[src/rtl/core/plp_pkg.sv]
// ----------------------------------------------------------------------------
// plp_pkg: shared constants and tables for the line voltage phasor core
// Holds the CORDIC arctangent table, fixed-point formats and scaling
// constants used by the front end, the CORDIC cells and the back end.
// ----------------------------------------------------------------------------
`default_nettype none

package plp_pkg;

  // Defaults for the top level parameters.
  localparam int CORDIC_STEPS_DEF = 16;
  localparam int MAG_WIDTH_DEF    = 16;

  // Fixed formats.
  localparam int ANG_W   = 15;   // degrees, 6 fraction bits
  localparam int GUARD   = 12;   // extra fraction bits inside the CORDIC
  localparam int X_EXTRA = 18;   // headroom over the magnitude for gain and sign
  localparam int ZW      = 34;   // binary angle, full turn is 2^32, with headroom
  localparam int TAB_LEN = 24;

  // Degrees to binary angle: ang * 2^23 / 45 = ang * Q_WHOLE + ang * Q_REM / 45.
  localparam int Q_WHOLE  = 186413;
  localparam int Q_REM    = 23;
  localparam int DIV_MUL  = 372827;  // floor(2^24 / 45)
  localparam int DIV_SH   = 24;
  localparam int DIV_DEN  = 45;

  // Binary angle to degrees.
  localparam int DEG_TURN = 23040;

  // RMS scale round(2^32 / (K^2 * sqrt 2)) split into two 16-bit halves.
  localparam longint LINE_SCALE = 64'd1119912543;
  localparam int SCALE_HI = int'(LINE_SCALE >> 16);
  localparam int SCALE_LO = int'(LINE_SCALE & 64'hFFFF);

  typedef logic signed [ZW-1:0] zang_t;

  // Arctangent of 2^-i as a binary angle.
  function automatic zang_t atan_val(input int idx);
    zang_t v;
    case (idx)
      0:       v = 34'sd536870912;
      1:       v = 34'sd316933406;
      2:       v = 34'sd167458907;
      3:       v = 34'sd85004756;
      4:       v = 34'sd42667331;
      5:       v = 34'sd21354465;
      6:       v = 34'sd10679838;
      7:       v = 34'sd5340245;
      8:       v = 34'sd2670163;
      9:       v = 34'sd1335087;
      10:      v = 34'sd667544;
      11:      v = 34'sd333772;
      12:      v = 34'sd166886;
      13:      v = 34'sd83443;
      14:      v = 34'sd41722;
      15:      v = 34'sd20861;
      16:      v = 34'sd10430;
      17:      v = 34'sd5215;
      18:      v = 34'sd2608;
      19:      v = 34'sd1304;
      20:      v = 34'sd652;
      21:      v = 34'sd326;
      22:      v = 34'sd163;
      23:      v = 34'sd81;
      default: v = '0;
    endcase
    return v;
  endfunction

endpackage

`default_nettype wire

[src/rtl/core/plp_rot_cell.sv]
// ----------------------------------------------------------------------------
// plp_rot_cell: one rotation-mode CORDIC step
// Rotates the vector by the fixed angle of its step towards the residual
// angle and hands the result to the next cell every cycle that the pipeline is enabled.
// ----------------------------------------------------------------------------
`default_nettype none

module plp_rot_cell
  import plp_pkg::*;
#(
  parameter int XW  = MAG_WIDTH_DEF + X_EXTRA,
  parameter int IDX = 0
) (
  input  logic                 clk,
  input  logic                 en,
  input  logic signed [XW-1:0] x_in,
  input  logic signed [XW-1:0] y_in,
  input  zang_t                z_in,
  output logic signed [XW-1:0] x,
  output logic signed [XW-1:0] y,
  output zang_t                z
);

  // Direction follows the sign of the residual angle.
  always_ff @(posedge clk) begin
    if (en) begin
      if (!z_in[ZW-1]) begin
        x <= x_in - (y_in >>> IDX);
        y <= y_in + (x_in >>> IDX);
        z <= z_in - atan_val(IDX);
      end else begin
        x <= x_in + (y_in >>> IDX);
        y <= y_in - (x_in >>> IDX);
        z <= z_in + atan_val(IDX);
      end
    end
  end

endmodule

`default_nettype wire

[config.mk]
export PLATFORM = sky130hd
export DESIGN_NAME = plp_rot_cell
export DESIGN_NICKNAME = d
export VERILOG_FILES = /design/src/rtl/core/plp_pkg.sv /design/src/rtl/core/plp_rot_cell.sv
export SDC_FILE = /design/constraint.sdc
export NUM_CORES = 1
export LEC_CHECK = 0
export BUFFER_PORTS_ARGS = -buffer_cell sky130_fd_sc_hd__buf_2
export CAP_MARGIN = 40
export CELL_PAD_IN_SITES_DETAIL_PLACEMENT = 0
export CELL_PAD_IN_SITES_GLOBAL_PLACEMENT = 1
export CORE_ASPECT_RATIO = 0.7
export CORE_MARGIN = 2
export CORE_UTILIZATION = 45
export DETAILED_ROUTE_END_ITERATION = 10
export MAX_ROUTING_LAYER = met4
export PLACE_DENSITY = 0.95
export SETUP_SLACK_MARGIN = 0.4
export SKIP_LAST_GASP = 1
export SLEW_MARGIN = 20
export SYNTH_ARGS = -nofsm -noshare
export SYNTH_HDL_FRONTEND = slang
export SYNTH_SLANG_ARGS = --single-unit
[constraint.sdc]
create_clock -name clk -period 6.88 [get_ports clk]
set_input_delay 0.688 -clock clk [delete_from_list [all_inputs] [get_ports clk]]
set_output_delay 0.688 -clock clk [all_outputs]
set_load 0.02 [all_outputs]
== After elaboration in Yosys (flattened, before gate mapping) ==
Cells that the tools add are included.
Widths: inputs -> output; s select.
Operators by class
  equal/unequal tests: 0
  $lt $le $gt $ge: 0
  bitwise logic cells: 0
  shift operators: 0
  add/sub/neg operators: 5
  muxes and demuxes: 3
  reductions and logical operators: 0
  div/mod/pow operators: 0
  multiply operators: 0
Operators with widths (count)
  $mux 34: 3
  $sub 34x34->34: 2
  $add 34x31->34 const B: 1
  $add 34x34->34: 1
  $sub 34x31->34 const B: 1
Storage, ports and cells
  logic and storage cells: 11
  latch bits: 0
  register bits: 102
  input bits: 104
  ROM bits: 0
  output and inout bits: 102
  memories kept: 0
  bits in writable memories: 0

== Depth between registers and ports, before layout ==
  depth after elaboration: 2
  gate-level depth with buffers: 12

== Least setup slack after synthesis ==
Ideal clock, no wire load.
  path type: input port to flip-flop
  from: input x_in[6]
  to: register y[32] (data pin)
  required time: 6613 ps
  setup time: 267 ps
  setup slack: 3647 ps
  path buffers: 1
  arrival time: 2966 ps
  cell stages on the path: 12
  path through: inv_1 > ha_1 > buf_6 > or4_4 > a21oi_2 > o311ai_1 > o311a_4 > a2111o_1 > nand2_2 > a41o_1 > mux2i_1 > xor2_1
On the way
  longest elaborated chain between the ends: 2
  elaborated cells between the ends (all ways): 3
  classes of those cells: add/sub: 2; mux: 1
RTL lines
  from (decl): RTL line plp_rot_cell.sv:16  | input logic signed [XW-1:0] x_in,
  $add 34x34->34 / $sub 34x34->34 (equally long branches): RTL line plp_rot_cell.sv:29, plp_rot_cell.sv:33
  $mux 34 (*): RTL line plp_rot_cell.sv:27  | if (!z_in[ZW-1]) begin
  to (signal assigned): RTL line plp_rot_cell.sv:29  | y <= y_in + (x_in >>> IDX);
  to (signal assigned): RTL line plp_rot_cell.sv:33  | y <= y_in - (x_in >>> IDX);
  to (decl): RTL line plp_rot_cell.sv:20  | output logic signed [XW-1:0] y,
Every way passes the cells marked *; elsewhere a longest branch is shown, timed or not.
A chain may end at the register's enable or synchronous reset.

== Worst setup path in the final report ==
  from: input x_in[4]
  to: register y[32] (data pin)
The elaborated chain is that of the path after synthesis.

==> out/results.ini <==
[critical_path]
slowest_delay_ps=620
criticalPathCategory=in2reg
crit_path_top_delay_cell=a211oi_1
cp.required_ps=6980
cpMostUsedCell=a21oi_1
worstPathArrival_ps=4140
path_cells=buf_2, inv_1, ha_1, a21oi_1, nor3b_1, a21oi_1, a21o_1, a211oi_1, o31ai_1, a221oi_1, mux2i_1, xor2_1
critPathLaunchType=primary input
critPathMaxFanout=12
endpoint_kind=register

[logic_synthesis]
async_flop_share_pct=0
syn-num-nets=1239
yosys.area.top_type_share_pct=33.4
synth_top_flop_cell=edfxtp_1
synth_cell_types=74
yosysWarnings=0
synthCells=1028
seq_area_frac_synth_pct=33.4
yosysTopAreaCell=edfxtp_1
netlist_area_sq_um=9070
synth_area_per_cell_sq_um=8.82
synthTopCellsByArea=edfxtp_1 (33%), ha_1 (14%), a21oi_1 (7.1%)
synth_edf_count=101
synth-seq-cells=101

[finish]
drive_above_1_share_pct=20.0
layout_common_cells=buf_2 (204), a21oi_1 (129), inv_1 (104)
num-nets-final=1417
instances_no_fill=1481
syn_to_final_growth_pct=17.1
final_common_cell=buf_2
antenna_cells=0

[sta]
rsz0062_at_grt=false
setup_viol=0
min_period_ps=4030
setup-tns-final_ps=0
drv_slew=0
max_freq_ghz=0.248
worst_pin_slew_ps=717
postLayoutSetupSlackWorst_ps=2850
finalHoldViolCount=0
fin_crit_sh_pct=58.6
slew_headroom_pct=51.9
holdWs_ps=498

[clock_tree]
cts_made_buffers=9
clk_pin_slew_worst_paths_ps=80
cts_tree=done
cts-root-buf=clkbuf_16
h-tree-depth=3
holdBufCountCts=0
cts_buffer_depth=2
cts_resized=0
cts_sinks=101
post_cts_buffers=0

[die]
fp.dieH_microns=123
die_w_microns=174
die_area_sq_um=21300
pin_count=206
rows=43
core-area_sq_um=19800
start_util_pct=45.8

[grt]
gr-usage-all-layers_pct=27.1
grt_pass1_wl_microns=43600
overflow=0
antenna_found_initial=0
grt_max_degree=81
grt_pass1_vias=7852

[power_and_ir_drop]
peakVddDrop_mv=0.127
power_w=0.00218
power_leakage_nw=4.71
combPwrFrac_pct=39.1
power.internal_w=0.00134
switchingPower_w=0.000836
switching_share_pct=38.3
p_clk_share_pct=23.3
pwr-share-seq_pct=37.6
power_density_nw_per_um2=205

[job]
cap_violations=0

[drt]
drtPass1Iterations=5
wirelength_microns=28400
drt_iter0_markers=873
ant_nets=0
drc_errors=0
vias=8650
wire_per_inst_microns=19.2
detail_route.vias_per_cell=5.84

[placement]
dpl.cell_count=1463
routabilityCongestion=1.01
dp_hpwl_microns=22500
pre_cts_ws_ps=2680
io_buffers=205

[status]
status=finished, final reports clean

[hold_path]
hp-class=in2reg

## metal layers
layer  vias to the layer above  GRT usage (%)  share of wire, %
met1                      4090           41.9                49
li1                       4053              -                 -
met4                         0           5.88               1.4
met2                       479           36.7                40
met5                         -              -                 0
met3                        28           4.18               9.5
## final timing paths
check | start | endpoint | depth (start not counted) | slack [ps]
worst max-delay path | x_in[4] | y[32] | 12 | 2850
worst min-delay path | z_in[26] | z[26] | 1 | 500
## cell usage after synthesis, types with 3 or more instances
master       n
and2_1       3
nor4_1       8
inv_1      104
nor2b_1      8
nor3_1      22
ha_1       103
or3_1        6
a21oi_1    129
o21ai_0     74
clkinv_1     6
a21o_1      22
o31ai_1     12
o2111ai_1    3
nand2b_1     9
nand3_1     14
o211ai_1     6
xor2_1       7
mux2i_1     17
nor2_1      87
clkbuf_1    31
buf_1        7
o21a_1      13
o221ai_1     3
a221oi_1     9
nand2_1     45
xnor2_1     58
and3_1       3
a211oi_1     9
fa_1         4
o21bai_1    25
a31oi_1      6
edfxtp_1   101
or2_2        4
nand4_1     12
o31a_1       4
## cells by family (layout without fill, tap and decap cells)
family                   after synthesis  count (layout)  synth area share [%]
buffers and inverters                155             338                  6.61
adder cells (fa/ha/maj)              107             107                  15.1
flip-flops                           101             101                  33.4
XOR/XNOR                              65              65                  6.28
AO/OA/AOI/OAI                        353             353                  24.8
multiplexers                          18              18                  2.00
AND/OR/NAND/NOR                      229             229                  11.8
## power by group through the flow
stage / Sequential (W) / Clock, W / Combinational, W
6_report: 0.000820 / 0.000508 / 0.000852
5_1_grt: 0.000827 / 0.000534 / 0.000919
4_1_cts: 0.000821 / 0.000515 / 0.000834
3_5_place_dp: 0.000834 / 0 / 0.000830
3_3_place_gp: 0.000833 / 0 / 0.000827
2_1_floorplan: 0.000944 / 0 / 0.000439
## worst max-delay path, delay by kind of cell
kind	cells	cell delay, ps
buf+inv	2	150
fa+ha+maj	1	430
simple gates	1	320
xor+xnor	1	170
mux	1	160
compound gates	6	2210
## final cells by class
class / instances / area (sq um)
fill: 1852 / 9180
inverter: 112 / 420
tap: 270 / 338
clock inverter: 6 / 56.3
timing repair buffer: 210 / 1110
clock buffer: 10 / 229
multi-input combinational: 772 / 5440
sequential: 101 / 3030
## flip-flops by register name (all words and copies together) (netlist names)
| register | count |
|---|---|
| x | 34 |
| y | 33 |
| z | 34 |
## stage by stage
| step | cell area, sq um | util, % |
|---|---|---|
| 4_1_cts | 10600 | 53.4 |
| 6_report | 10600 | 53.6 |
| 5_1_grt | 10600 | 53.6 |
| 2_1_floorplan | 9070 | - |
| 3_3_place_gp | 10300 | 51.9 |
| 3_5_place_dp | 10300 | 51.9 |
Note: power is estimated with default switching activity, not from simulation.
