<file path="src/rtl/core/plp_pkg.sv">
// ----------------------------------------------------------------------------
// plp_pkg: shared constants and tables for the line voltage phasor core
// Holds the CORDIC arctangent table, fixed-point formats and scaling
// constants used by the front end, the CORDIC cells and the back end.
// ----------------------------------------------------------------------------
`default_nettype none

package plp_pkg;

  // Defaults for the top level parameters.
  localparam int CORDIC_STEPS_DEF = 16;
  localparam int MAG_WIDTH_DEF    = 16;

  // Fixed formats.
  localparam int ANG_W   = 15;   // degrees, 6 fraction bits
  localparam int GUARD   = 12;   // extra fraction bits inside the CORDIC
  localparam int X_EXTRA = 18;   // headroom over the magnitude for gain and sign
  localparam int ZW      = 34;   // binary angle, full turn is 2^32, with headroom
  localparam int TAB_LEN = 24;

  // Degrees to binary angle: ang * 2^23 / 45 = ang * Q_WHOLE + ang * Q_REM / 45.
  localparam int Q_WHOLE  = 186413;
  localparam int Q_REM    = 23;
  localparam int DIV_MUL  = 372827;  // floor(2^24 / 45)
  localparam int DIV_SH   = 24;
  localparam int DIV_DEN  = 45;

  // Binary angle to degrees.
  localparam int DEG_TURN = 23040;

  // RMS scale round(2^32 / (K^2 * sqrt 2)) split into two 16-bit halves.
  localparam longint LINE_SCALE = 64'd1119912543;
  localparam int SCALE_HI = int'(LINE_SCALE >> 16);
  localparam int SCALE_LO = int'(LINE_SCALE & 64'hFFFF);

  typedef logic signed [ZW-1:0] zang_t;

  // Arctangent of 2^-i as a binary angle.
  function automatic zang_t atan_val(input int idx);
    zang_t v;
    case (idx)
      0:       v = 34'sd536870912;
      1:       v = 34'sd316933406;
      2:       v = 34'sd167458907;
      3:       v = 34'sd85004756;
      4:       v = 34'sd42667331;
      5:       v = 34'sd21354465;
      6:       v = 34'sd10679838;
      7:       v = 34'sd5340245;
      8:       v = 34'sd2670163;
      9:       v = 34'sd1335087;
      10:      v = 34'sd667544;
      11:      v = 34'sd333772;
      12:      v = 34'sd166886;
      13:      v = 34'sd83443;
      14:      v = 34'sd41722;
      15:      v = 34'sd20861;
      16:      v = 34'sd10430;
      17:      v = 34'sd5215;
      18:      v = 34'sd2608;
      19:      v = 34'sd1304;
      20:      v = 34'sd652;
      21:      v = 34'sd326;
      22:      v = 34'sd163;
      23:      v = 34'sd81;
      default: v = '0;
    endcase
    return v;
  endfunction

endpackage

`default_nettype wire

</file>
<file path="src/rtl/core/plp_diff.sv">
// ----------------------------------------------------------------------------
// plp_diff: line difference and vectoring entry
// Subtracts two rectangular phasors, marks an exactly zero difference and
// folds the left half plane over before the vectoring CORDIC.
// ----------------------------------------------------------------------------
`default_nettype none

module plp_diff
  import plp_pkg::*;
#(
  parameter int XW = MAG_WIDTH_DEF + X_EXTRA
) (
  input  logic                 clk,
  input  logic                 en,
  input  logic signed [XW-1:0] xp,
  input  logic signed [XW-1:0] yp,
  input  logic signed [XW-1:0] xq,
  input  logic signed [XW-1:0] yq,
  output logic signed [XW-1:0] x,
  output logic signed [XW-1:0] y,
  output zang_t                z,
  output logic                 zero
);

  logic signed [XW-1:0] dx;
  logic signed [XW-1:0] dy;
  logic                 dz;

  // Difference stage.
  always_ff @(posedge clk) begin
    if (en) begin
      dx <= xp - xq;
      dy <= yp - yq;
      dz <= (xp == xq) && (yp == yq);
    end
  end

  // Half turn fold for a negative real part.
  always_ff @(posedge clk) begin
    if (en) begin
      zero <= dz;
      if (dx[XW-1]) begin
        x <= -dx;
        y <= -dy;
        z <= zang_t'(34'sh80000000);
      end else begin
        x <= dx;
        y <= dy;
        z <= '0;
      end
    end
  end

endmodule

`default_nettype wire

</file>
<file path="config.mk">
export PLATFORM = sky130hd
export DESIGN_NAME = plp_diff
export DESIGN_NICKNAME = d
export VERILOG_FILES = /design/src/rtl/core/plp_pkg.sv /design/src/rtl/core/plp_diff.sv
export SDC_FILE = /design/constraint.sdc
export NUM_CORES = 1
export LEC_CHECK = 0
export BUFFER_PORTS_ARGS = -buffer_cell sky130_fd_sc_hd__buf_2
export CELL_PAD_IN_SITES_DETAIL_PLACEMENT = 0
export CELL_PAD_IN_SITES_GLOBAL_PLACEMENT = 1
export CORE_ASPECT_RATIO = 0.9
export CORE_MARGIN = 5
export CORE_UTILIZATION = 42
export CTS_CLUSTER_DIAMETER = 40
export CTS_CLUSTER_SIZE = 40
export DETAILED_ROUTE_END_ITERATION = 6
export PLACE_DENSITY_LB_ADDON = 0.1
export SLEW_MARGIN = 20
export SYNTH_ARGS = -nofsm -noshare
export SYNTH_HDL_FRONTEND = slang
export SYNTH_SLANG_ARGS = --single-unit
</file>
<file path="constraint.sdc">
create_clock -name clk -period 3.4 [get_ports clk]
set_input_delay 0 -clock clk [delete_from_list [all_inputs] [get_ports clk]]
set_output_delay 0 -clock clk [all_outputs]
set_load 0.01 [all_outputs]
</file>
# Word-level counts from Yosys, hierarchy flattened
# Cells that the tools add are included.
# totals
mem_bits_ro	0
ff_bits	172
memories	0
ram_bits	0
latchBits	0
out_inout_bits	103
wordCells	18
input_bits	138
# classes
div_mod_pow	0
mul	0
shifts	0
bitwise_logic	0
n_lt_le_gt_ge	0
n_reduce_logical	1
n_eq_ne	2
mux	3
n_addsub	4
# op_table
operator	count
34-bit equality test	2
34-bit negator	2
34-bit subtractor	2
34-bit 2-to-1 mux	1
33-bit 2-to-1 mux	1
32-bit 2-to-1 mux	1
1-bit logical AND	1

# Longest topological paths before layout
# depth
word_depth	2
depth_mapped	12
ltp_nobuf	12

# Least setup slack after synthesis
# No wires, ideal clock.
# synth_path
kind	register -> register
startpoint	register dy[5]
endpoint	register y[32], data pin
arrival_time_ns	2.362
path_slack_ns	0.776
path_stages_with_launch	10
setup_ns	0.261
n_path_buf	1
period_less_slack_ns	2.624
t_required_ns	3.139
path_cell_list	edfxtp_1 -> nor4_1 -> nand2_1 -> or2_1 -> or4_4 -> buf_6 -> or3_4 -> or2_4 -> o41ai_4 -> xnor2_1
# synth_between
elab_chain_cells	2
# synth_rtl
element	line_no	rtl
start: declaration	plp_diff.sv:26	logic signed [XW-1:0] dy;
start signal: assignment	plp_diff.sv:33	dy <= yp - yq;
34-bit negator	plp_diff.sv:44	y <= -dy;
34-bit 2-to-1 mux	plp_diff.sv:42	if (dx[XW-1]) begin
end signal: assignment	plp_diff.sv:44	
end signal: assignment	plp_diff.sv:48	y <= dy;
end: declaration	plp_diff.sv:20	output logic signed [XW-1:0] y,
# Every way passes these cells.
# A chain may end at the register's enable or synchronous reset.

# Worst setup path in the final report
# layout_path
startpoint	input port xp[1]
endpoint	register dx[33], data pin
# layout_between
elab_chain_cells	1
# layout_rtl
element	line_no	rtl
start: declaration	plp_diff.sv:15	input logic signed [XW-1:0] xp,
34-bit subtractor	plp_diff.sv:32	dx <= xp - xq;
end signal: assignment	plp_diff.sv:32	
end: declaration	plp_diff.sv:25	logic signed [XW-1:0] dx;
# Every way passes these cells.

==> metrics.md <==
| Metric | Value |
|---|---|
| Status | `finished, final reports clean` |
| LEAKAGE | `5.00 nW` |
| Most common cell after layout, fill and taps aside | `buf_2` |
| DIE AREA | `0.0262 mm^2` |
| EDFF count, synth | `~140` |
| Cells after synthesis | `965` |
| Top Metal Used | `met5` |
| Grt ovf | `0` |
| Vias in the first global route | `7,331` |
| ANT cells | `0` |
| Clock Pin Slew Worst Setup and Hold Paths | `0.06 ns` |
| Unrepaired setup endpoints after global routing | `no` |
| DR pass1 iterations | `4` |
| Drt total wl | `about 25,000 um` |
| Fin nets | `1,380` |
| Critical path's top delay family | `compound AO/OA/AOI/OAI gates` |
| DR iter-0 viols | `approximately 500` |
| Yosys cell types | `between 60 and 70` |
| WL met1 | `11,900 um` |
| Syn Area/Cell | `10.1 um^2` |
| Final worst slack | `0.286 ns` |
| Pwr/cell area | `510 mW/mm^2` |
| Port bufs | `~210` |
| TNS Setup | `0 ns` |
| Chip height | `154 um` |
| Startpoint Class | `primary input` |
| F_max | `between 300 and 400 MHz` |
| Final setup fails | `0` |
| Antenna violations before repair | `1` |
| Worst slack, placed | `0.233 ns` |
| Final period utilization | `91.6%` |
| CP Class | `primary input to register` |
| Share of layout cells above drive strength 1 | `22.2%` |
| I/O pin cnt | `about 240` |
| Latest clock arrival within the worst-skew pair | `about 0.41 ns` |
| Worst path required time | `3.56 ns` |
| Tmin final | `roughly 3.1 ns` |
| DRC | `0` |
| Number of fill cells in the layout | `2,184` |
| #FFs+latches synth | `139` |
| Initial Utilization | `42.8%` |
| Depth of the CTS H-tree | `4` |
| Die width | `170 um` |
| Maximum vdd ir drop | `0.308 mV` |
| Total number of vias | `7,770` |
| Maximum capacitance violations | `0` |
| Netlist Area Pre-Place | `slightly below 0.01 mm^2` |
| Ys Warns | `0` |
| Final Hold Vio Count | `0` |
| Cts bufs inserted | `17` |
| Crit path capture type | `register` |
| Synth-to-Final Area Change | `18.7%` |
| Worst min-delay path class | `primary input to register` |
| Met2 WL post-DR | `approximately 11,000 um` |
| CP peak stage delay | `0.55 ns` |
| Crit path buffers/inverters | `2` |
| Fin. max-slew vios | `0` |
| Worst-path fanout max | `3` |
| Multi-input gate area | `0.00491 mm^2` |
| Final Util | `50.9%` |
| Sequential area share after synthesis | `43.0%` |
| Worst path cell trace | `dlygate4sd3_1, buf_2, ha_1, nor2b_1, o31a_1, o311ai_1, nand2_1, o31ai_1, o41ai_1, a311oi_1, xnor2_1` |
| Largest net degree at the start of global routing | `80` |
| CP max-delay cell | `dlygate4sd3_1` |
| Ys async rst share | `0%` |
| Routed Antenna Nets | `0` |
| Dpl cell area | `0.0109 mm^2` |
| Row count | `52` |
| Most used flip-flop cell after synthesis | `edfxtp_1` |
| Cell area after layout | `approximately 0.012 mm^2` |
| CTS max path bufs | `2` |
| GP Congestion | `between 0.8 and 0.9` |
| Metal3 WL | `about 1800 um` |
| First-pass GRT wire length | `38,300 um` |
| Wire per inst | `16.6 um` |
| Register area | `0.00417 mm^2` |
| Via/cell ratio | `5.24` |
| Worst-case clock skew | `0.00647 ns` |
| Worst slew pin tran | `slightly above 0.8 ns` |
| Core Box Area | `0.0226 mm^2` |
| Most frequent cells in the layout | `buf_2 (206), edfxtp_1 (139), inv_1 (89), xnor2_1 (87), nand2_1 (71)` |
| CTS tree | `built` |
| Clk sinks | `139` |
| Worst EP arrival | `3.27 ns` |
| CTS Root Cell | `clkbuf_16` |
| Max-Slew Margin vs Limit | `between 40% and 50%` |
| GR Util All Layers | `a little under a fifth` |
| Post-DP HPWL | `about 20,000 um` |
==> tightest hold or removal path: cells and delay by family <==
family	cells	cell delay (ns)
buf+inv	2	0.18
fa+ha+maj	1	0.16
==> routing by layer <==
metal	track usage, %	vias up
met4	4.03	2
met1	27.4	3639
met2	27.5	257
met3	3.83	20
li1	-	3852
met5	0	-
==> Yosys cell counts (all sizes together), types with 12 or more instances <==
master  count  area [um^2]
o21ai      57          285
nor2       40          150
a21o       41          308
nor3       15         75.1
nand3      13         65.1
edfxtp    139         4170
a21oi      68          340
xor2       36          315
xnor2      87          762
clkbuf     31          136
nand4      19          119
o41ai      16          166
o31ai      20          160
inv        89          334
nand2      71          267
buf        36          269
ha         68          851
o21a       12         90.1
or3        14          100
==> final cells by class <==
cell class              instances  share of cell area, %
multi-input cells             702                   42.6
flip-flops and latches        139                   36.2
repair buffers                223                   10.2
clock buffers                  19                   3.76
well taps                     297                   3.23
inverters                      89                   2.90
clock inverters                13                   1.11
==> stage by stage <==
step,hold WS (ns),power (mW),std cells
floorplan,0.112,3.57,997
global placement,0.379,4.13,1447
detailed placement,0.377,4.14,1447
CTS,0.0169,5.93,1482
global route,0.0306,6.21,1482
finish,0.0357,5.87,1482
==> flip-flops by register name (all words and copies together), names as in the netlist <==
name	flops
x	34
dx	34
dz	1
zero	1
y	34
dy	34
z	1
==> worst paths after layout <==
check                                      start               end  slack [ns]  cells after the start
worst max-delay path                       xp[1]  dx[33]$_DFFE_PP_        0.29                     11
worst min-delay path                       xq[1]   dx[1]$_DFFE_PP_        0.04                      3
worst min register to register      dz$_DFFE_PP_    zero$_DFFE_PP_        0.43                      0
worst max register to register  dx[13]$_DFFE_PP_   x[31]$_DFFE_PP_        0.50                      8
==> cell families after synthesis <==
| kind of cell | Yosys count | synth area share [%] |
|---|---|---|
| compound gates | 259 | 17.7 |
| simple gates | 217 | 11.3 |
| buf+inv | 156 | 7.62 |
| flops | 139 | 43.0 |
| xor+xnor | 123 | 11.1 |
| fa+ha+maj | 70 | 9.18 |
| other cells | 1 | 0.0387 |
==> what timing repair did <==
| action | 4_1_cts | 5_1_grt |
|---|---|---|
| setup buffers | 0 | 0 |
| gates resized for setup | 0 | 1 |
| hold buffers | 3 | 0 |
| setup endpoints to repair | 0 | 2 |
| hold endpoints to repair | 3 | 0 |
==> report_power, final <==
part / switching, mW / internal [mW]
logic: 0.889 / 0.698
clock network: 0.708 / 1.07
registers: 0.187 / 2.32
total: 1.78 / 4.09
(Power assumes the default switching activity.)
