<file path="src/rtl/core/plp_pkg.sv">
// ----------------------------------------------------------------------------
// plp_pkg: shared constants and tables for the line voltage phasor core
// Holds the CORDIC arctangent table, fixed-point formats and scaling
// constants used by the front end, the CORDIC cells and the back end.
// ----------------------------------------------------------------------------
`default_nettype none

package plp_pkg;

  // Defaults for the top level parameters.
  localparam int CORDIC_STEPS_DEF = 16;
  localparam int MAG_WIDTH_DEF    = 16;

  // Fixed formats.
  localparam int ANG_W   = 15;   // degrees, 6 fraction bits
  localparam int GUARD   = 12;   // extra fraction bits inside the CORDIC
  localparam int X_EXTRA = 18;   // headroom over the magnitude for gain and sign
  localparam int ZW      = 34;   // binary angle, full turn is 2^32, with headroom
  localparam int TAB_LEN = 24;

  // Degrees to binary angle: ang * 2^23 / 45 = ang * Q_WHOLE + ang * Q_REM / 45.
  localparam int Q_WHOLE  = 186413;
  localparam int Q_REM    = 23;
  localparam int DIV_MUL  = 372827;  // floor(2^24 / 45)
  localparam int DIV_SH   = 24;
  localparam int DIV_DEN  = 45;

  // Binary angle to degrees.
  localparam int DEG_TURN = 23040;

  // RMS scale round(2^32 / (K^2 * sqrt 2)) split into two 16-bit halves.
  localparam longint LINE_SCALE = 64'd1119912543;
  localparam int SCALE_HI = int'(LINE_SCALE >> 16);
  localparam int SCALE_LO = int'(LINE_SCALE & 64'hFFFF);

  typedef logic signed [ZW-1:0] zang_t;

  // Arctangent of 2^-i as a binary angle.
  function automatic zang_t atan_val(input int idx);
    zang_t v;
    case (idx)
      0:       v = 34'sd536870912;
      1:       v = 34'sd316933406;
      2:       v = 34'sd167458907;
      3:       v = 34'sd85004756;
      4:       v = 34'sd42667331;
      5:       v = 34'sd21354465;
      6:       v = 34'sd10679838;
      7:       v = 34'sd5340245;
      8:       v = 34'sd2670163;
      9:       v = 34'sd1335087;
      10:      v = 34'sd667544;
      11:      v = 34'sd333772;
      12:      v = 34'sd166886;
      13:      v = 34'sd83443;
      14:      v = 34'sd41722;
      15:      v = 34'sd20861;
      16:      v = 34'sd10430;
      17:      v = 34'sd5215;
      18:      v = 34'sd2608;
      19:      v = 34'sd1304;
      20:      v = 34'sd652;
      21:      v = 34'sd326;
      22:      v = 34'sd163;
      23:      v = 34'sd81;
      default: v = '0;
    endcase
    return v;
  endfunction

endpackage

`default_nettype wire

</file>
<file path="src/rtl/core/plp_front.sv">
// ----------------------------------------------------------------------------
// plp_front: phasor entry stages
// Turns a degree angle into a binary angle over three pipeline stages,
// folds it into the right half plane and seeds the rotation CORDIC.
// ----------------------------------------------------------------------------
`default_nettype none

module plp_front
  import plp_pkg::*;
#(
  parameter int MAG_WIDTH = MAG_WIDTH_DEF,
  parameter int XW        = MAG_WIDTH_DEF + X_EXTRA
) (
  input  logic                    clk,
  input  logic                    en,
  input  logic [MAG_WIDTH-1:0]    mag,
  input  logic signed [ANG_W-1:0] ang,
  output logic signed [XW-1:0]    x,
  output logic signed [XW-1:0]    y,
  output zang_t                   z
);

  // Stage one: magnitude of the angle and the two partial products.
  logic [ANG_W-1:0]      a_abs;
  logic                  neg1;
  logic [32:0]           p1;
  logic [19:0]           n1;
  logic [MAG_WIDTH-1:0]  mag1;

  assign a_abs = ang[ANG_W-1] ? ANG_W'(-ang) : ANG_W'(ang);

  always_ff @(posedge clk) begin
    if (en) begin
      neg1 <= ang[ANG_W-1];
      p1   <= 33'(a_abs) * 33'(Q_WHOLE);
      n1   <= 20'(a_abs) * 20'(Q_REM);
      mag1 <= mag;
    end
  end

  // Stage two: estimate of n / 45 by a reciprocal multiplication.
  logic [38:0]          prod;
  logic                 neg2;
  logic [32:0]          p2;
  logic [19:0]          n2;
  logic [13:0]          m2;
  logic [MAG_WIDTH-1:0] mag2;

  assign prod = 39'(n1) * 39'(DIV_MUL);

  always_ff @(posedge clk) begin
    if (en) begin
      neg2 <= neg1;
      p2   <= p1;
      n2   <= n1;
      m2   <= prod[DIV_SH+13:DIV_SH];
      mag2 <= mag1;
    end
  end

  // Stage three: correct the quotient, apply the sign, wrap and fold.
  logic [19:0]         rem;
  logic [ZW-1:0]       q;
  logic [ZW-1:0]       zs;
  logic signed [31:0]  z32;
  logic                fold;
  logic signed [XW-1:0] xm;

  assign rem  = n2 - 20'(m2) * 20'(DIV_DEN);
  assign q    = ZW'(p2) + ZW'(m2) + ZW'(rem >= 20'(DIV_DEN));
  assign zs   = neg2 ? -q : q;
  assign z32  = signed'(zs[31:0]);
  assign fold = (z32 >= 32'sh40000000) || (z32 < -32'sh40000000);
  assign xm   = signed'(XW'({mag2, {GUARD{1'b0}}}));

  always_ff @(posedge clk) begin
    if (en) begin
      y <= '0;
      if (fold) begin
        x <= -xm;
        z <= z32[31] ? ZW'(z32) + zang_t'(34'sh80000000)
                     : ZW'(z32) - zang_t'(34'sh80000000);
      end else begin
        x <= xm;
        z <= ZW'(z32);
      end
    end
  end

endmodule

`default_nettype wire

</file>
<file path="config.mk">
export PLATFORM = sky130hd
export DESIGN_NAME = plp_front
export DESIGN_NICKNAME = d
export VERILOG_FILES = /design/src/rtl/core/plp_pkg.sv /design/src/rtl/core/plp_front.sv
export SDC_FILE = /design/constraint.sdc
export NUM_CORES = 1
export LEC_CHECK = 0
export ABC_AREA = 1
export BUFFER_PORTS_ARGS = -buffer_cell sky130_fd_sc_hd__buf_4
export CAP_MARGIN = 20
export CORE_MARGIN = 3
export CORE_UTILIZATION = 57
export DETAILED_ROUTE_END_ITERATION = 12
export PLACE_DENSITY = 0.75
export SYNTH_ARGS = -nofsm -noshare
export SYNTH_HDL_FRONTEND = slang
export SYNTH_SLANG_ARGS = --single-unit
</file>
<file path="constraint.sdc">
create_clock -name clk -period 9.65 [get_ports clk]
set_clock_uncertainty 0.15 [all_clocks]
set_input_delay 2.895 -clock clk [delete_from_list [all_inputs] [get_ports clk]]
set_output_delay 2.895 -clock clk [all_outputs]
set_load 0.005 [all_outputs]
</file>
After elaboration in Yosys (flattened, before gate mapping):

Cells that the tools add are included.

* word-level logic and storage cells: 33
* latch bits: 0
* flip-flop bits (word level): 220
* memory bits (writable): 0
* input port bits: 33
* memories: 0
* ROM bits: 0
* output and inout bits: 102

* reductions and logical operators: 1
* order comparisons: 3
* multiplexer cells: 5
* shifts and indexed selects: 0
* eq/ne operators: 0
* divide/modulo/power cells: 0
* bitwise gates (word level): 0
* add/sub/neg operators: 8
* $mul: 4

Operator list (count)
* $mux 34: 2
* $mul 20x19->38 const B: 1
* $add 32x33->34 const B: 1
* $neg 28->34: 1
* $sub 32x33->34 const B: 1
* $add 32x1->32: 1
* $add 32x14->32: 1
* $ge 32x32->1 const B: 1
* $lt 32x31->1 const B: 1
* $mul 15x18->32 const B: 1
* $mux 32: 1
* $neg 32->32: 1
* $mux 28: 1
* $ge 20x6->1 const B: 1
* $mul 14x6->20 const B: 1
* $mul 15x5->20 const B: 1
* $sub 20x20->20: 1
* $mux 15: 1
* $neg 15->15: 1
* $logic_or 1x1->1: 1

Longest topological paths before layout:

* word-level depth: 9
* depth in mapped cells: 48
* gate-level depth less buffers: 47

Least setup slack after synthesis:

Ideal clock, no wire load.

* path type: input port to flip-flop
* from: input port ang[1]
* to: register p1[28] (data pin)
* buffers on the path: 0
* setup time: 0.260 ns
* cell stages on the path: 30
* data required time: 9.240 ns
* setup slack: 0.568 ns
* data arrival time: 8.672 ns
* path through: inv_1 -> ha_1 -> inv_1 -> nor3_1 -> inv_1 -> nor3_1 -> inv_1 -> nor3_1 -> nand2_1 -> nor2_1 -> inv_1 -> nor4_1 -> ha_1 -> inv_1 -> fa_1 -> fa_1 -> inv_1 -> fa_1 -> fa_1 -> fa_1 -> ha_1 -> a21oi_1 -> o21a_1 -> o221ai_1 -> a21oi_1 -> o21ai_0 -> nand2_1 -> nand2_1 -> a21oi_1 -> xnor2_1

* cells in the longest elaborated chain, start to end: 3

Ends and longest elaborated chain
* start, declared: line plp_front.sv:17 `input logic signed [ANG_W-1:0] ang,`
* $neg 15->15: line plp_front.sv:30 `assign a_abs = ang[ANG_W-1] ? ANG_W'(-ang) : ANG_W'(ang);`
* $mux 15 *: line plp_front.sv:30
* $mul 15x18->32 *: line plp_front.sv:35 `p1 <= 33'(a_abs) * 33'(Q_WHOLE);`
* end signal, assigned: line plp_front.sv:35
* end, declared: line plp_front.sv:26 `logic [32:0] p1;`

Every way passes the cells marked *; elsewhere a longest branch is shown, timed or not.
A chain may end at the register's enable or synchronous reset.

Final worst setup path:

* from: input port ang[0]
* to: register p1[30] (data pin)

The elaborated chain is that of the path after synthesis.

==> results_dict.tcl <==
set metrics [dict create \
    yosysWarningCount 0 \
    worst_ep_required_time_ns 9.79 \
    worst_path_max_delay_cell "fa_1" \
    global_route_total_overflow 0 \
    ws_path_type "in -> reg" \
    period_minus_slack_ns 8.90 \
    grt_antenna_before_repair 3 \
    htree_num_levels 1 \
    worst_path_dominant_cell_family "adder cells" \
    ctsResizeCount 0 \
    finalSetupTns_ns 0 \
    ys_top_cells_by_area "edfxtp_1, fa_1, ha_1" \
    path_depth 33 \
    postSynthRegisterBits 204 \
    cp.buffers_inverters 9 \
    top_post_synthesis_cells_by_count "inv_1, nand2_1, ha_1" \
    post_synthesis_async_set_or_reset_flop_share_pct 0 \
    worst_setup_path_start_kind "primary input" \
    postRouteWirelength_mm 53.6 \
    detail_route.iter0.violations 1124 \
    clock_latency_ns 0.54 \
    syn_area_um2 24300 \
    cts_sinks 204 \
    detail-route-antenna-nets 0 \
    maximum_number_of_pins_on_one_net_before_global_route_repair 80 \
    grt_first_pass_wirelength_mm 86.8 \
    grt_pass1_vias 17500 \
    grt_usage_pct 24.3 \
    drcViolationCount 0 \
    cap_viol_max_count 0 \
    crit_path_end_kind "flip-flop" \
    clock_tree_from_tritoncts "built" \
    synthFlopType "edfxtp_1" \
    area_growth_syn_to_layout_pct 8.13 \
    die_area_um2 45200 \
    post-route-period-util_pct 92.3 \
    timing_worst_slew_pin_value_ns 1.04 \
    design.portCount 135 \
    via_count 17200 \
    worstPathArrival_ns 9.04 \
    clk_path_buf_depth 3 \
    holdBufCountCts 0 \
    setup_viol 0 \
    drt_pass1_iterations 5 \
    worst_min_delay_path_category "reg -> reg" \
    gp_congestion 0.956 \
    wl_per_cell_um 16.1 \
    path_common_cell "inv_1" \
    yosysSeqAreaShare_pct 25.2 \
    yosys.cell_count.top_type "inv_1" \
    synth_enable_flop_cells 204 \
    clock_pin_slew_on_the_worst_setup_and_hold_paths_ns 0.07 \
    timing.final.max_slew_violations 0 \
    core_area_um2 42000 \
    cts.root.buffer_cell "clkbuf_16" \
    timing.critical_path.fanout_max 6 \
    status "finished clean" \
    antennaDiodeCount 0 \
    number_of_instances_in_the_synthesized_netlist 2648 \
    rows 75 \
    initial_core_util_pct 57.8 \
    fmax_mhz 112 \
    die_w_um 213 \
    port_buffers 88 \
    slowest_stage_delay_cp_ns 0.57 \
    vias_per_cell 5.17 \
    nets 3412 \
    postSynthAreaPerCell_um2 9.18 \
    synth_top_area_share_pct 25.2 \
    layout-drive-gt1-share_pct 6.58 \
    post-dp-hpwl_mm 46.5 \
    grt_setup_unrepaired "no" \
    cts_buffers 23 \
    reg2regPathDepth 38 \
    cts_post_setup_buffers_inserted 0 \
    final_hold_viol_count 0 \
    min_path_cells 0 \
    max-slew-margin-rel_pct 30.1 \
    dieHeight_um 213 \
    post-synth-top-area-cell "edfxtp_1" \
    synth_cell_types 48 \
]
## registers in the layout (all words and copies together), names as in the netlist
signal / flops
p1: 32
p2: 32
z: 32
x: 22
n1: 19
n2: 19
mag1: 16
mag2: 16
m2: 14
neg1: 1
neg2: 1
## cell families (layout without fill, tap and decap cells)
kind of cell,count (synthesis),count (layout),synth area share (%)
buf+inv,696,785,11.6
simple gates,773,773,13.6
other cells,1,46,0.0154
compound gates,216,216,5.05
xor+xnor,143,143,5.15
fa+ha+maj,615,615,39.3
flops,204,204,25.2
## placed cells by master (no fill, tap or decap), types with 46 or more instances in the layout
cell      count
ha_1        365
o21ai_0      55
xnor2_1      48
xor2_1       95
buf_4       102
fa_1        249
conb_1       46
a21oi_1     102
nand2_1     425
inv_1       634
edfxtp_1    204
nand3_1      99
nor2_1      146
## worst register-to-register path, delay by kind of cell, from the launching register on
kind,cells,cell delay (ns)
compound gates,5,0.88
xor+xnor,3,0.55
fa+ha+maj,7,2.97
buf+inv,3,0.16
flops,1,0.47
simple gates,20,2.37
## stage by stage
stage	setup slack [ns]	area, um^2	hold WS, ns	std cells	utilization, %
global placement	0.238	25500	0.250	3279	60.7
CTS	0.745	26300	0.262	3321	62.5
finish	0.746	26300	0.260	3321	62.5
global route	0.234	26300	0.271	3321	62.5
floorplan	0.568	24500	0.250	2693	-
detailed placement	0.198	25500	0.255	3279	60.7
## layer usage
metal | routed length (um) | vias to the layer above | share of wire (%) | global-route usage [%]
met5 | 14 | - | 0.026 | 0
li1 | - | 8535 | - | -
met4 | 1880 | 2 | 3.5 | 8.10
met1 | 23100 | 8082 | 43 | 31.9
met2 | 25700 | 450 | 48 | 41.8
met3 | 2910 | 105 | 5.4 | 3.11
## final cells by class
type | count | area [um^2]
Fill cell | 3506 | 15800
Multi-Input combinational cell | 1793 | 15500
Sequential cell | 204 | 6130
Inverter | 640 | 2400
Timing Repair Buffer | 103 | 779
Tap cell | 539 | 674
Clock buffer | 26 | 587
Clock inverter | 16 | 185
## worst paths after layout
path | start | endpoint | slack, ns
min | p1[9] | p2[9] | 0.26
min reg2reg | p1[9] | p2[9] | 0.26
max reg2reg | m2[4] | x[16] | 1.85
max | ang[0] | p1[30] | 0.75
Power is left out: the tool's default activity adds up to more than one toggle a clock period on the data nets, which glitch-free logic cannot reach.
