## src/rtl/core/plp_pkg.sv

```systemverilog
// ----------------------------------------------------------------------------
// plp_pkg: shared constants and tables for the line voltage phasor core
// Holds the CORDIC arctangent table, fixed-point formats and scaling
// constants used by the front end, the CORDIC cells and the back end.
// ----------------------------------------------------------------------------
`default_nettype none

package plp_pkg;

  // Defaults for the top level parameters.
  localparam int CORDIC_STEPS_DEF = 16;
  localparam int MAG_WIDTH_DEF    = 16;

  // Fixed formats.
  localparam int ANG_W   = 15;   // degrees, 6 fraction bits
  localparam int GUARD   = 12;   // extra fraction bits inside the CORDIC
  localparam int X_EXTRA = 18;   // headroom over the magnitude for gain and sign
  localparam int ZW      = 34;   // binary angle, full turn is 2^32, with headroom
  localparam int TAB_LEN = 24;

  // Degrees to binary angle: ang * 2^23 / 45 = ang * Q_WHOLE + ang * Q_REM / 45.
  localparam int Q_WHOLE  = 186413;
  localparam int Q_REM    = 23;
  localparam int DIV_MUL  = 372827;  // floor(2^24 / 45)
  localparam int DIV_SH   = 24;
  localparam int DIV_DEN  = 45;

  // Binary angle to degrees.
  localparam int DEG_TURN = 23040;

  // RMS scale round(2^32 / (K^2 * sqrt 2)) split into two 16-bit halves.
  localparam longint LINE_SCALE = 64'd1119912543;
  localparam int SCALE_HI = int'(LINE_SCALE >> 16);
  localparam int SCALE_LO = int'(LINE_SCALE & 64'hFFFF);

  typedef logic signed [ZW-1:0] zang_t;

  // Arctangent of 2^-i as a binary angle.
  function automatic zang_t atan_val(input int idx);
    zang_t v;
    case (idx)
      0:       v = 34'sd536870912;
      1:       v = 34'sd316933406;
      2:       v = 34'sd167458907;
      3:       v = 34'sd85004756;
      4:       v = 34'sd42667331;
      5:       v = 34'sd21354465;
      6:       v = 34'sd10679838;
      7:       v = 34'sd5340245;
      8:       v = 34'sd2670163;
      9:       v = 34'sd1335087;
      10:      v = 34'sd667544;
      11:      v = 34'sd333772;
      12:      v = 34'sd166886;
      13:      v = 34'sd83443;
      14:      v = 34'sd41722;
      15:      v = 34'sd20861;
      16:      v = 34'sd10430;
      17:      v = 34'sd5215;
      18:      v = 34'sd2608;
      19:      v = 34'sd1304;
      20:      v = 34'sd652;
      21:      v = 34'sd326;
      22:      v = 34'sd163;
      23:      v = 34'sd81;
      default: v = '0;
    endcase
    return v;
  endfunction

endpackage

`default_nettype wire

```

## src/rtl/core/plp_back.sv

```systemverilog
// ----------------------------------------------------------------------------
// plp_back: polar result stages
// Scales the CORDIC length to an RMS magnitude with rounding and saturation
// and turns the binary angle into rounded degrees. The second stage is the
// output register of the core.
// ----------------------------------------------------------------------------
`default_nettype none

module plp_back
  import plp_pkg::*;
#(
  parameter int MAG_WIDTH = MAG_WIDTH_DEF,
  parameter int XW        = MAG_WIDTH_DEF + X_EXTRA
) (
  input  logic                    clk,
  input  logic                    en,
  input  logic signed [XW-1:0]    x,
  input  zang_t                   z,
  input  logic                    zero,
  output logic [MAG_WIDTH-1:0]    mag,
  output logic signed [ANG_W-1:0] ang
);

  localparam int LW = XW - 1;
  localparam int VW = LW + 17;

  // Stage one: the three products.
  logic signed [31:0]   z32;
  logic [LW-1:0]        len;
  logic signed [46:0]   pz;
  logic [LW+14:0]       ph;
  logic [LW+15:0]       pl;
  logic                 zero1;

  assign z32 = signed'(z[31:0]);
  assign len = (x[XW-1] || (x == '0)) ? '0 : x[LW-1:0];

  always_ff @(posedge clk) begin
    if (en) begin
      pz    <= 47'(z32) * 47'(DEG_TURN);
      ph    <= (LW+15)'(len) * (LW+15)'(SCALE_HI);
      pl    <= (LW+16)'(len) * (LW+16)'(SCALE_LO);
      zero1 <= zero;
    end
  end

  // Stage two: rounding, saturation and the output register.
  logic signed [47:0] ps;
  logic [VW-1:0]      v;
  logic [VW-1:0]      r;

  assign ps = 48'(pz) + 48'sh80000000;
  assign v  = VW'(ph) + VW'(pl >> 16);
  assign r  = (v + (VW'(1) << (GUARD + 15))) >> (GUARD + 16);

  always_ff @(posedge clk) begin
    if (en) begin
      if (zero1) begin
        mag <= '0;
        ang <= '0;
      end else begin
        mag <= (|r[VW-1:MAG_WIDTH]) ? {MAG_WIDTH{1'b1}} : r[MAG_WIDTH-1:0];
        ang <= signed'(ps[32+ANG_W-1:32]);
      end
    end
  end

endmodule

`default_nettype wire

```

## config.mk

```make
export PLATFORM = sky130hd
export DESIGN_NAME = plp_back
export DESIGN_NICKNAME = d
export VERILOG_FILES = /design/src/rtl/core/plp_pkg.sv /design/src/rtl/core/plp_back.sv
export SDC_FILE = /design/constraint.sdc
export NUM_CORES = 1
export LEC_CHECK = 0
export ABC_AREA = 1
export BUFFER_PORTS_ARGS = -buffer_cell sky130_fd_sc_hd__buf_2
export CORE_MARGIN = 5
export CORE_UTILIZATION = 35
export CTS_BUF_LIST = sky130_fd_sc_hd__clkbuf_8
export CTS_CLUSTER_SIZE = 12
export DETAILED_ROUTE_END_ITERATION = 8
export GPL_ROUTABILITY_DRIVEN = 0
export PLACE_DENSITY = 0.47
export SLEW_MARGIN = 20
export SYNTH_ARGS = -nofsm -noshare
export SYNTH_HDL_FRONTEND = slang
export SYNTH_SLANG_ARGS = --single-unit
```

## constraint.sdc

```tcl
create_clock -name clk -period 9.19 [get_ports clk]
set_input_delay 1.838 -clock clk [delete_from_list [all_inputs] [get_ports clk]]
set_output_delay 1.838 -clock clk [all_outputs]
set_load 0.03 [all_outputs]
```

Word-level counts from Yosys, hierarchy flattened
Cells that the tools add are included.
- add/sub/neg operators: 3
- $mul: 3
- div/mod/pow operators: 0
- $lt $le $gt $ge: 0
- equal/unequal tests: 0
- shift-type cells: 0
- multiplexer cells: 2
- bitwise logic cells: 0
- reductions and logical operators: 3
- operators with widths (operator ; number):
    49-bit by 28-bit adder with 50-bit output (second input constant) ; 1
    48-bit by 33-bit adder with 49-bit output ; 1
    33-bit by 16-bit multiplier with 49-bit output (second input constant) ; 1
    47-bit by 33-bit adder with 47-bit output (second input constant) ; 1
    33-bit by 9-bit multiplier with 42-bit output (second input constant) ; 1
    32-bit by 7-bit multiplier with 38-bit output (second input constant) ; 1
    34-bit logical NOT ; 1
    33-bit two-way mux ; 1
    16-bit two-way mux ; 1
    6-bit OR reduction ; 1
    1-bit logical OR ; 1
- flip-flop bits (word level): 161
- latch bits: 0
- memory bits (writable): 0
- memory bits (read-only): 0
- output and inout port bits: 31
- logic and storage cells: 17
- memories kept: 0

Longest topological paths before layout
- word-level depth: 4
- depth in mapped cells: 32
- mapped depth without buffers: 31

Least setup slack after synthesis
No wires, ideal clock.
- kind: input-to-reg
- start point: in x[9]
- end point: reg pl[47], data pin
- data arrival time: 7.408 ns
- required time: 8.936 ns
- setup slack: 1.528 ns
- stages: 29
- buffers on the path: 1
- cells stage by stage: inv_1 > nand4_1 > nor2_1 > nand4_1 > nand2_1 > clkbuf_1 > nor2_1 > fa_1 > inv_1 > fa_1 > inv_1 > ha_1 > fa_1 > fa_1 > inv_1 > fa_1 > inv_1 > ha_1 > nand2_1 > nor2_1 > inv_1 > nor4_1 > nand3_1 > nand3_1 > nand2_1 > nand3_1 > nand2_1 > nand2_1 > nand2_1
- cells in the longest elaborated chain, start to end: 4
- ends and longest elaborated chain (item ; line ; RTL):
    start: declaration ; plp_back.sv:17 ; input logic signed [XW-1:0] x,
    34-bit logical NOT ; plp_back.sv:36 ; assign len = (x[XW-1] || (x == '0)) ? '0 : x[LW-1:0];
    1-bit logical OR ; plp_back.sv:36 ;
    33-bit two-way mux * ; plp_back.sv:36 ;
    33-bit by 16-bit multiplier with 49-bit output * ; plp_back.sv:42 ; pl <= (LW+16)'(len) * (LW+16)'(SCALE_LO);
    end signal: assignment ; plp_back.sv:42 ;
    end: declaration ; plp_back.sv:32 ; logic [LW+15:0] pl;
Every way passes the cells marked *; elsewhere a longest branch is shown, timed or not.
A chain may end at the register's enable or synchronous reset.

Worst setup path in the final report
- start point: in x[13]
- end point: reg pl[47], data pin
Same word-level chain as after synthesis.

==> metrics.md <==
| Metric | Value |
|---|---|
| Post-synthesis area per instance | `8.29 um^2` |
| Synth Area in Compound Gates | `0.0766` |
| Crit path largest cell delay | `0.54 ns` |
| Vias per cell | `4.71` |
| Number of flops mapped to enable cells by yosys | `117` |
| Core box area | `69,800 um^2` |
| Resized Gates After CTS | `0` |
| Count of cell types in the netlist | `48` |
| Min-delay worst type | `reg2reg` |
| Register area share after synthesis | `0.143` |
| Endpoint type of the worst setup path | `flop` |
| GR Util All Layers | `0.168` |
| Largest net degree at the start of global routing | `65` |
| Measured slew at the worst slew-check pin | `1.08 ns` |
| Post-Synth XOR/XNOR Area | `0.0271` |
| # DRC | `0` |
| Clk sinks | `117` |
| Final period util | `0.895` |
| CP arrival | `8.44 ns` |
| Final clock skew | `0.0173 ns` |
| Most frequent cells in the layout | `inv_1, nand2_1, ha_1` |
| WL final | `61,300 um` |
| Mapped Nets | `3,785` |
| Number of setup buffers added after CTS | `0` |
| Fin nets | `3,932` |
| H-tree depth | `4` |
| Crit path max fanout | `17` |
| Root buffer cell | `clkbuf_8` |
| I/O pins | `102` |
| Routed WL per cell | `15.1 um` |
| Syn Std Cell Area | `24,500 um^2` |
| Power consumption | `0.00680 W` |
| ANT nets after route | `0` |
| Max_slew headroom | `0.278` |
| Number of global-route vias before repair | `20,000` |
| CP Launch Type | `primary input` |
| CTS Buf Count | `17` |
| Die X | `275 um` |
| Vias | `19,100` |
| Initial antenna violation count | `0` |
| Synth-to-Final Area Change | `9.09%` |
| Die Y | `275 um` |
| First-pass GRT wire length | `103,000 um` |
| Pwr dens | `254 nW/um^2` |
| DP HPWL | `54,500 um` |
| Hold Buf Count CTS | `0` |
| Antenna Cells | `0` |
| Share of layout cells above drive strength 1 | `0.0693` |
| Number of fill cells | `7,232` |
| Area leader, netlist | `ha_1` |
| Initial DRC Count | `820` |
| Area contributors post-synth | `ha_1, fa_1, edfxtp_1` |
| Synth Instances | `2,957` |
| Flip-flop and latch count after synthesis | `117` |
| Max clock buf depth | `2` |
| Tmin final | `8.23 ns` |
| Yosys top cell area share | `0.239` |
| CTS tree | `done` |
| Synth Warn # | `0` |
| Setup TNS | `0 ns` |
| Commonest non-fill, non-tap cell in the layout | `inv_1` |
| Leak pwr | `14.6 nW` |
| Worst vdd ir | `0.181 mV` |
| Max Slew Vio Count | `0` |
| Grt ovf | `0` |
| Status | `finished, final reports clean` |
| Worst skew pair latency | `0.47 ns` |
| Top_reg_cell synth | `edfxtp_1` |
| Hold Vio Cnt, Final | `0` |
| Mux contribution to synthesized area | `0` |
| Row count | `97` |
| Max Clk Rate | `122 MHz` |
| Crit-path slowest cell | `fa_1` |
| Largest family of logic cells by synthesized area | `adder cells` |
| Post-Synth Adder-Cell Area | `0.475` |
| Clock slew at reported path FFs | `0.07 ns` |
| Synth Area in Simple Gates | `0.161` |
| Drt pass-1 iters | `5` |
| RSZ-0062 raised after global routing | `false` |
| Die Area | `75,400 um^2` |
| Initial Utilization | `0.351` |
| Max Cap Viol | `0` |
| Ys async rst share | `0` |
| PortBufs | `99` |
| Setup Crit Path Kind | `in2reg` |
| Req. time, crit path | `9.40 ns` |
| Final setup fails | `0` |
## power breakdown
part / switching, W / internal [W]
clock network: 0.000205 / 0.000204
registers: 0.0000955 / 0.000899
logic: 0.00358 / 0.00182
## logic make-up (layout without fill, tap and decap cells)
| kind of cell | Yosys count | after routing |
|---|---|---|
| adders and majority gates | 757 | 757 |
| AOI/OAI and AO/OA | 334 | 334 |
| DFF | 117 | 117 |
| and+or+nand+nor | 919 | 919 |
| xor gates and xnor gates | 76 | 76 |
| buffers and inverters | 754 | 913 |
## per-layer routing
| metal | global-route usage | part of all wire | routed length, um |
|---|---|---|---|
| met4 | 0.0255 | 0.011 | 654 |
| met3 | 0.0155 | 0.023 | 1400 |
| met2 | 0.283 | 0.47 | 28800 |
| met1 | 0.240 | 0.50 | 30500 |
| met5 | 0 | 0 | 0 |
## worst max-delay path: cells and delay by family
kind                       cells  cell delay [ns]
and+or+nand+nor               15             2.43
buffers and inverters         10             1.13
adders and majority gates      7             3.00
## registers in the layout, summed over array words and instances, names as in the netlist
name / flops
ph: 40
ang: 15
zero1: 1
pz: 16
mag: 16
pl: 29
## worst paths after layout
check	startpoint	end	slack, ns	depth (start not counted)
worst max-delay path	x[13]	pl[47]	0.96	32
worst min-delay path	pz[46]	ang[14]	0.60	2
worst max register to register	pl[30]	mag[1]	6.25	16
worst min register to register	pz[46]	ang[14]	0.60	2
## synth_stat cells, types with 4 or more instances
master and n:
nand2_1 491, xor2_1 57, ha_1 468, nand2_2 18, clkbuf_1 4, a21oi_1 152
nor2_1 214, a31oi_1 21, xnor2_1 19, nand3_1 75, nor2_2 12, a21boi_0 6
o21a_1 7, inv_2 5, inv_1 740, edfxtp_1 117, nand3b_1 7, o21bai_1 15
a21o_1 19, o21ai_1 7, nor4_1 13, nor2_4 4, nor3_1 25, o21ai_0 87
o211ai_1 6, fa_1 289, nand4_1 44
## metrics by stage
stage	hold WS [ns]	util	worst slack, ns	instance area [um^2]	cells
2_1_floorplan	0.556	-	1.53	24500	2957
3_3_place_gp	0.587	0.378	0.525	26400	4025
3_5_place_dp	0.580	0.378	0.474	26400	4025
4_1_cts	0.619	0.383	0.976	26700	4056
5_1_grt	0.643	0.383	0.623	26700	4056
6_report	0.600	0.383	0.964	26700	4056
## area by class of cell
cell class / instances / area, um^2 / area share
clock inverter: 14 / 100 / 0.00374
tap: 940 / 1180 / 0.0440
sequential: 117 / 3510 / 0.131
inverter: 745 / 2800 / 0.105
clock buffer: 17 / 234 / 0.00875
timing repair buffer: 137 / 783 / 0.0293
multi-input combinational: 2086 / 18100 / 0.678
Note: power is estimated with default switching activity, not from simulation.
